--- src/hdl/hsfd_pkg.sv ---
// Package: shared types and constants of the serial frame decoder.
package hsfd_pkg;

	// Framing bytes
	localparam logic [7:0] START_BYTE = 8'h21;
	localparam logic [7:0] END_BYTE   = 8'h3B;
	localparam logic [7:0] CMD_BASE   = 8'h40;
	localparam logic [7:0] CMD_LAST   = 8'h45;

	// Gear code range carried in a respond frame
	localparam logic [7:0] GEAR_MIN = 8'h01;
	localparam logic [7:0] GEAR_MAX = 8'h05;

	// Bytes in a complete frame, start and end included
	localparam int unsigned FRAME_LENGTH = 6;

	// Command codes (command byte minus CMD_BASE)
	typedef enum logic [2:0] {
		CMD_RESPOND     = 3'd0,
		CMD_CALIBRATE   = 3'd1,
		CMD_LEFT        = 3'd2,
		CMD_RIGHT       = 3'd3,
		CMD_DIR         = 3'd4,
		CMD_TOUCH_RESET = 3'd5
	} cmd_t;

	// Persist request codes
	typedef enum logic [1:0] {
		SAVE_NONE  = 2'd0,
		SAVE_LEFT  = 2'd1,
		SAVE_RIGHT = 2'd2,
		SAVE_DIR   = 2'd3
	} save_t;

	// Frame completion event from the framer to the settings logic
	typedef struct packed {
		logic       done;
		logic [7:0] cmd_byte;
		logic [7:0] b2;
		logic [7:0] b3;
		logic [7:0] b4;
	} frm_evt_t;

endpackage

--- src/hdl/helm_serial_frame_decoder.sv ---
// Top level: serial command frame decoder with stored helm settings.
//
// Input channel: one received byte per beat on rx_byte (in_valid/in_ready).
// Frames are 0x21, a command byte 0x40..0x45, three payload bytes and 0x3B.
// Output channel: one result beat per completed frame (out_valid/out_ready)
// carrying the command and every stored setting after that frame's update.
// Throughput: one byte per cycle; decode and setting update are a single
// combinational pass between the framer registers and the result register.
// The result is valid in the cycle after the end byte is accepted.
// Stall: while a result waits and out_ready is low, in_ready is low; when
// out_ready is high the result register is refilled in the same cycle, so
// bytes keep flowing back to back.
// Reset: no frame open, settings cleared, the stored side difference is one, and
// the output channel is empty.
module helm_serial_frame_decoder #(
	parameter int unsigned MAX_FRAME_BYTES = 10
) (
	input  logic        clk,
	input  logic        arst_n,
	input  logic        in_valid,
	output logic        in_ready,
	input  logic [7:0]  rx_byte,
	output logic        out_valid,
	input  logic        out_ready,
	output logic [2:0]  command,
	output logic [4:0]  gear_lights,
	output logic        control_taken,
	output logic [7:0]  steer_status,
	output logic [15:0] left_limit,
	output logic [15:0] right_limit,
	output logic [15:0] side_difference,
	output logic [7:0]  direction,
	output logic [1:0]  save_request
);

	hsfd_pkg::frm_evt_t evt;
	logic               accept;

	// Stored settings
	logic [4:0]  gear_q;
	logic        taken_q;
	logic [7:0]  steer_q;
	logic [15:0] left_q;
	logic [15:0] right_q;
	logic [15:0] diff_q;
	logic [7:0]  dir_q;

	// Next settings
	logic [2:0]  cmd;
	logic [15:0] value;
	logic [4:0]  gear_n;
	logic        taken_n;
	logic [7:0]  steer_n;
	logic [15:0] left_n;
	logic [15:0] right_n;
	logic [15:0] abs_n;
	logic [15:0] diff_n;
	logic [7:0]  dir_n;
	logic [1:0]  save_n;
	logic        upd_diff;

	assign in_ready = !out_valid || out_ready;
	assign accept   = in_valid && in_ready;

	hsfd_framer #(
		.MAX_FRAME_BYTES(MAX_FRAME_BYTES)
	) u_framer (
		.clk    (clk),
		.arst_n (arst_n),
		.accept (accept),
		.rx_byte(rx_byte),
		.evt    (evt)
	);

	// Apply a completed frame to the settings
	always_comb begin
		cmd      = 3'(evt.cmd_byte - hsfd_pkg::CMD_BASE);
		value    = {evt.b2, evt.b3};
		gear_n   = gear_q;
		taken_n  = taken_q;
		steer_n  = steer_q;
		left_n   = left_q;
		right_n  = right_q;
		dir_n    = dir_q;
		save_n   = hsfd_pkg::SAVE_NONE;
		upd_diff = 1'b0;
		case (cmd)
			hsfd_pkg::CMD_RESPOND: begin
				taken_n = evt.b4[0];
				if (evt.b4[0]) begin
					steer_n = evt.b3;
					if ((evt.b2 >= hsfd_pkg::GEAR_MIN) && (evt.b2 <= hsfd_pkg::GEAR_MAX)) begin
						gear_n = 5'(5'd1 << (evt.b2[2:0] - 3'd1));
					end
				end
			end
			hsfd_pkg::CMD_LEFT: begin
				left_n   = value;
				upd_diff = 1'b1;
				save_n   = hsfd_pkg::SAVE_LEFT;
			end
			hsfd_pkg::CMD_RIGHT: begin
				right_n  = value;
				upd_diff = 1'b1;
				save_n   = hsfd_pkg::SAVE_RIGHT;
			end
			hsfd_pkg::CMD_DIR: begin
				dir_n  = evt.b2;
				save_n = hsfd_pkg::SAVE_DIR;
			end
			default: begin
				save_n = hsfd_pkg::SAVE_NONE;
			end
		endcase
		abs_n = (left_n >= right_n) ? (left_n - right_n) : (right_n - left_n);
		if (!upd_diff) begin
			diff_n = diff_q;
		end else if (abs_n == 16'd0) begin
			diff_n = 16'd1;
		end else begin
			diff_n = abs_n;
		end
	end

	// Update settings on a completed frame
	always_ff @(posedge clk or negedge arst_n) begin
		if (!arst_n) begin
			gear_q  <= '0;
			taken_q <= 1'b0;
			steer_q <= '0;
			left_q  <= '0;
			right_q <= '0;
			diff_q  <= 16'd1;
			dir_q   <= '0;
		end else if (accept && evt.done) begin
			gear_q  <= gear_n;
			taken_q <= taken_n;
			steer_q <= steer_n;
			left_q  <= left_n;
			right_q <= right_n;
			diff_q  <= diff_n;
			dir_q   <= dir_n;
		end
	end

	// Hold or drop the result beat
	always_ff @(posedge clk or negedge arst_n) begin
		if (!arst_n) begin
			out_valid <= 1'b0;
		end else if (accept && evt.done) begin
			out_valid <= 1'b1;
		end else if (out_ready) begin
			out_valid <= 1'b0;
		end
	end

	// Load the result register
	always_ff @(posedge clk) begin
		if (accept && evt.done) begin
			command         <= cmd;
			gear_lights     <= gear_n;
			control_taken   <= taken_n;
			steer_status    <= steer_n;
			left_limit      <= left_n;
			right_limit     <= right_n;
			side_difference <= diff_n;
			direction       <= dir_n;
			save_request    <= save_n;
		end
	end

`ifndef SYNTHESIS
	a_done_gives_beat: assert property (@(posedge clk) disable iff (!arst_n)
		(accept && evt.done) |=> out_valid)
		else $error("completed frame produced no result beat");

	a_diff_nonzero: assert property (@(posedge clk) disable iff (!arst_n)
		out_valid |-> (side_difference != 16'd0))
		else $error("side difference reached zero");

	a_gear_onehot: assert property (@(posedge clk) disable iff (!arst_n)
		out_valid |-> $onehot0(gear_lights))
		else $error("gear lights not one-hot");

	a_cmd_range: assert property (@(posedge clk) disable iff (!arst_n)
		out_valid |-> (command <= hsfd_pkg::CMD_TOUCH_RESET))
		else $error("command code out of range");

	a_save_left: assert property (@(posedge clk) disable iff (!arst_n)
		(out_valid && (save_request == hsfd_pkg::SAVE_LEFT)) |->
			(command == hsfd_pkg::CMD_LEFT))
		else $error("left save request without left command");
`endif

endmodule

--- src/hdl/hsfd_framer.sv ---
// Framer: tracks frame position and captures the payload bytes of a frame.
module hsfd_framer #(
	parameter int unsigned MAX_FRAME_BYTES = 10
) (
	input  logic               clk,
	input  logic               arst_n,
	input  logic               accept,
	input  logic [7:0]         rx_byte,
	output hsfd_pkg::frm_evt_t evt
);

	localparam int unsigned CW = $clog2(MAX_FRAME_BYTES + 1);

	logic          in_frame_q;
	logic          len_ok_q;
	logic [CW-1:0] count_q;
	logic [7:0]    b1_q, b2_q, b3_q, b4_q;

	logic          start;
	logic          done;
	logic          active;
	logic [CW-1:0] pos;
	logic [CW-1:0] cnt_next;
	logic          cmd_ok;

	// Decode the incoming byte against the frame position
	always_comb begin
		start    = (rx_byte == hsfd_pkg::START_BYTE) && !in_frame_q;
		done     = (rx_byte == hsfd_pkg::END_BYTE) && in_frame_q && len_ok_q &&
		           (count_q == CW'(hsfd_pkg::FRAME_LENGTH - 1));
		active   = start || (in_frame_q && !done);
		pos      = start ? '0 : count_q;
		cnt_next = pos + CW'(1);
		cmd_ok   = (rx_byte >= hsfd_pkg::CMD_BASE) && (rx_byte <= hsfd_pkg::CMD_LAST);
	end

	// Advance the frame position; drop the frame when the store is full
	always_ff @(posedge clk or negedge arst_n) begin
		if (!arst_n) begin
			in_frame_q <= 1'b0;
			len_ok_q   <= 1'b0;
			count_q    <= '0;
		end else if (accept) begin
			if (done) begin
				in_frame_q <= 1'b0;
				len_ok_q   <= 1'b0;
				count_q    <= '0;
			end else if (active) begin
				if (cnt_next == CW'(MAX_FRAME_BYTES)) begin
					in_frame_q <= 1'b0;
					len_ok_q   <= 1'b0;
					count_q    <= '0;
				end else begin
					in_frame_q <= 1'b1;
					count_q    <= cnt_next;
					if (cnt_next == CW'(2)) begin
						len_ok_q <= cmd_ok;
					end
				end
			end
		end
	end

	// Capture the command and payload bytes
	always_ff @(posedge clk) begin
		if (accept && active) begin
			if (pos == CW'(1)) b1_q <= rx_byte;
			if (pos == CW'(2)) b2_q <= rx_byte;
			if (pos == CW'(3)) b3_q <= rx_byte;
			if (pos == CW'(4)) b4_q <= rx_byte;
		end
	end

	assign evt.done     = done;
	assign evt.cmd_byte = b1_q;
	assign evt.b2       = b2_q;
	assign evt.b3       = b3_q;
	assign evt.b4       = b4_q;

endmodule

--- config.mk ---
export PLATFORM = sky130hd
export DESIGN_NAME = helm_serial_frame_decoder
export DESIGN_NICKNAME = d
export VERILOG_FILES = /design/src/hdl/hsfd_pkg.sv /design/src/hdl/helm_serial_frame_decoder.sv /design/src/hdl/hsfd_framer.sv
export SDC_FILE = /design/constraint.sdc
export NUM_CORES = 1
export LEC_CHECK = 0
export BUFFER_PORTS_ARGS = -buffer_cell sky130_fd_sc_hd__buf_4
export CAP_MARGIN = 20
export CORE_ASPECT_RATIO = 0.9
export CORE_MARGIN = 3
export CORE_UTILIZATION = 31
export CTS_CLUSTER_DIAMETER = 50
export CTS_CLUSTER_SIZE = 16
export DETAILED_ROUTE_END_ITERATION = 10
export PLACE_DENSITY = 0.56
export SYNTH_ARGS = -nofsm -noshare
export SYNTH_HDL_FRONTEND = slang
export SYNTH_SLANG_ARGS = --single-unit
--- constraint.sdc ---
create_clock -name clk -period 13.95 [get_ports clk]
set_input_delay 2.79 -clock clk [delete_from_list [all_inputs] [get_ports clk]]
set_output_delay 2.79 -clock clk [all_outputs]
set_load 0.01 [all_outputs]
==> reports/qor.yml <==
synth:
  synth.area.top_cells: "sky130_fd_sc_hd__edfxtp_1 33%, sky130_fd_sc_hd__dfrtp_1 22%, sky130_fd_sc_hd__mux2_2 5.6%, sky130_fd_sc_hd__ha_1 4.9%, sky130_fd_sc_hd__mux2i_1 4.0%"
  postSynthRegisterBits: 172
  synth-async-reset-ratio_pct: 44.8
  yosysTopAreaCellShare_pct: 33.2
  mappedNetlistNets: 801
  ys_warn_count: 0
  synth_seq_area_share_pct: 55.6
  yosys.cell_count.top_type: "sky130_fd_sc_hd__edfxtp_1"
  synth_edf_count: 95
  synthCells: 753
  most_instantiated_cells_after_synthesis: "95 x sky130_fd_sc_hd__edfxtp_1, 76 x sky130_fd_sc_hd__dfrtp_1, 73 x sky130_fd_sc_hd__nand2_1, 68 x sky130_fd_sc_hd__nor2_1, 59 x sky130_fd_sc_hd__a21oi_1"
  synth_area_per_cell_um2: 11.4
  synth_flop_type: "sky130_fd_sc_hd__edfxtp_1"
  synth_area_leader_cell: "sky130_fd_sc_hd__edfxtp_1"
  post_synthesis_cell_area_mm2: 0.00860
  synth_cell_type_count: 76
timing:
  maxClockFrequency_mhz: 167
  tns_ns: 0
  hold_viol_final: 0
  final_critical_path_share_of_the_clock_period_pct: 42.9
  worst_setup_skew_after_layout_ns: 0.0109
  rsz0062_at_grt: "false"
  finalWorstSetupSlack_ns: 7.96
  period_needed_ns: 5.99
  timing.final.setup_violations: 0
  final_max_slew_viol_count: 0
  timing_worst_slew_pin_value_ns: 1.04
  max-slew-margin-rel_pct: 30.4
floorplanning:
  floorplan.die_area_mm2: 0.0298
  dieWidth_um: 182
  coreArea_mm2: 0.0272
  die_h_um: 164
  ioPinCount: 89
  num_rows: 57
  initial_utilization_pct: 31.7
clock_network:
  worst_setup_hold_path_clk_slew_ns: 0.07
  cts_htree_levels: 4
  cts.sinks: 172
  cts_tree: "yes"
  insertion_delay_ns: 0.43
  clockBufferDepth: 2
  clockRootBuffer: "sky130_fd_sc_hd__clkbuf_16"
  number_of_cts_inserted_buffers: 17
  post_cts_buffers: 0
  post_cts_hold_buffer_count: 0
  post_cts.resized_instances: 0
grt:
  grt_pass1_vias: 5779
  overflow: 0
  maximum_number_of_pins_on_one_net_before_global_route_repair: 97
  grt_antenna_before_repair: 1
  grt_util_all_layers_pct: 13.9
  grt_pass1_wl_mm: 32.5
finish:
  total_number_of_nets_in_the_final_design: 878
  area_delta_synth_final_pct: 18.9
  diodes: 0
  post-route-util_pct: 37.6
  final_layout_size_suffix_gt1_share_pct: 22.5
  fillerInstances: 2642
routing:
  route.antenna.remaining_nets: 0
  drt-total-wl_mm: 20.4
  wire_per_inst_um: 17.0
  dr_total_vias: 5839
  dr.first_iter.drc_count: 428
  route.detailed.drc: 0
  viasPerCell: 4.88
  drt-pass1-iter-count: 6
placed_design:
  io_buffers: 88
  dpl_worst_slack_ns: 7.96
  detailedPlacementHpwl_mm: 14.4
  gp_congestion: 0.822
job:
  drv.max_cap_violation_count: 0
power:
  leakagePower_uw: 0.00471
  max_ir_drop_vdd_uv: 71.3
  power_per_cell_area_mw_per_mm2: 104
setup_path:
  reg2regPathDepth: 15
  path_cells: "buf_4 -> nand2b_1 -> buf_4"
  rr_startpoint: "u_framer.b1_q[1]$_DFFE_PP_"
  cp.required_ns: 11.16
  worst_setup_path_startpoint: "out_ready"
  crit_arrival_ns: 3.20
  slowest_delay_ns: 0.16
  crit_slowest_cell: "sky130_fd_sc_hd__nand2b_1"
  critical_path_peak_fanout: 3
  end_kind: "output port"
  worst_path_most_repeated_cell: "sky130_fd_sc_hd__buf_4"
  cp-start-kind: "input port"
  setup.worst_path.class: "in2out"
min_path:
  hold_path_class: "reg2reg"
  hold_start: "diff_q[6]$_DFFE_PN0P_"
  hold_depth: 2
outcome:
  outcome: "finished, final reports clean"
==> per-stage QoR <==
stage | hold WS, ns | instances | cell area, um^2 | total power, uW
floorplan | 0.428 | 753 | 8600 | 574
global placement | 0.449 | 1163 | 9590 | 590
detailed placement | 0.456 | 1163 | 9590 | 591
CTS | 0.470 | 1195 | 10200 | 1070
global route | 0.498 | 1197 | 10200 | 1110
finish | 0.468 | 1197 | 10200 | 1060
==> worst paths after layout <==
path | to | slack, ns
worst max-delay path | in_ready | 7.96
worst min-delay path | diff_q[6]$_DFFE_PN0P_ | 0.47
worst max register to register | diff_q[0]$_DFFE_PN1P_ | 8.81
worst min register to register | diff_q[6]$_DFFE_PN0P_ | 0.47
max in group asynchronous | diff_q[0]$_DFFE_PN1P_ | 10.99
min in group asynchronous | u_framer.count_q[3]$_DFFE_PN0P_ | 2.28
==> registers in the layout, indices dropped and copies added, names as in the netlist, 16 cells and up <==
| signal | cells |
|---|---|
| right_q | 16 |
| right_limit | 16 |
| left_limit | 16 |
| left_q | 16 |
| diff_q | 16 |
| side_difference | 16 |
==> cell families (layout without fill, tap and decap cells) <==
kind of cell	Yosys count	in the layout	share of synthesized area [%]
and+or+nand+nor	215	215	12.0
DFF	172	172	55.6
AOI/OAI and AO/OA	157	157	11.8
buffers and inverters	81	171	4.06
muxes	77	77	9.58
adders and majority gates	36	36	5.41
xor gates and xnor gates	15	15	1.61
==> worst max-delay path: cells and delay by family <==
| kind | cells | cell delay [ns] |
|---|---|---|
| buffers and inverters | 2 | 0.25 |
| AND/OR/NAND/NOR | 1 | 0.16 |
==> power by group <==
part	internal, uW	switching, uW	total [uW]
Sequential	537	4.80	542
Clock	269	212	481
Combinational	15.0	23.3	38.3
==> area by class of cell <==
| type | instances | area, um^2 | area share (%) |
|---|---|---|---|
| Tap cell | 354 | 443 | 4.33 |
| Sequential cell | 172 | 4780 | 46.8 |
| Clock buffer | 18 | 429 | 4.20 |
| Timing Repair Buffer | 96 | 758 | 7.41 |
| Multi-Input combinational cell | 500 | 3490 | 34.2 |
| Inverter | 43 | 161 | 1.58 |
| Clock inverter | 14 | 159 | 1.55 |
==> cell usage in the layout (no fill, tap or decap), types with 3 or more instances in the layout <==
| cell | netlist | routed |
|---|---|---|
| sky130_fd_sc_hd__edfxtp_1 | 95 | 95 |
| sky130_fd_sc_hd__buf_4 | 6 | 94 |
| sky130_fd_sc_hd__dfrtp_1 | 76 | 76 |
| sky130_fd_sc_hd__nand2_1 | 73 | 73 |
| sky130_fd_sc_hd__nor2_1 | 68 | 66 |
| sky130_fd_sc_hd__a21oi_1 | 59 | 59 |
| sky130_fd_sc_hd__inv_1 | 43 | 43 |
| sky130_fd_sc_hd__mux2_2 | 43 | 43 |
| sky130_fd_sc_hd__mux2i_1 | 34 | 34 |
| sky130_fd_sc_hd__ha_1 | 34 | 34 |
| sky130_fd_sc_hd__o21ai_0 | 32 | 32 |
| sky130_fd_sc_hd__clkbuf_16 | 0 | 18 |
| sky130_fd_sc_hd__nand3_1 | 11 | 11 |
| sky130_fd_sc_hd__nand2b_1 | 10 | 10 |
| sky130_fd_sc_hd__xnor2_1 | 9 | 9 |
| sky130_fd_sc_hd__a21o_1 | 8 | 8 |
| sky130_fd_sc_hd__a31oi_1 | 7 | 7 |
| sky130_fd_sc_hd__and2_1 | 6 | 6 |
| sky130_fd_sc_hd__nor3_1 | 6 | 6 |
| sky130_fd_sc_hd__nand4_1 | 6 | 6 |
| sky130_fd_sc_hd__or3_1 | 5 | 5 |
| sky130_fd_sc_hd__xor2_1 | 5 | 5 |
| sky130_fd_sc_hd__inv_6 | 0 | 5 |
| sky130_fd_sc_hd__nor3b_1 | 4 | 4 |
| sky130_fd_sc_hd__o211ai_1 | 4 | 4 |
| sky130_fd_sc_hd__o31ai_1 | 4 | 4 |
| sky130_fd_sc_hd__or2_2 | 3 | 3 |
| sky130_fd_sc_hd__o2111ai_1 | 3 | 3 |
| sky130_fd_sc_hd__a211oi_1 | 3 | 3 |
| sky130_fd_sc_hd__nor2b_1 | 3 | 3 |
| sky130_fd_sc_hd__a21boi_0 | 3 | 3 |
| sky130_fd_sc_hd__o41ai_1 | 3 | 3 |
| sky130_fd_sc_hd__nand4b_1 | 3 | 3 |
| sky130_fd_sc_hd__clkinv_2 | 0 | 3 |
==> metal layers <==
metal  GRT usage [%]  routed length, um  vias to the layer above  part of all wire, %
met5               0                  0                        -                    0
met4            2.91                170                        0                 0.83
met3            3.10                739                       10                  3.6
met2            21.5               9490                      107                   47
met1            20.1              10000                     2854                   49
li1                -                  -                     2868                    -
No activity file was read; power rests on OpenSTA's default activity.
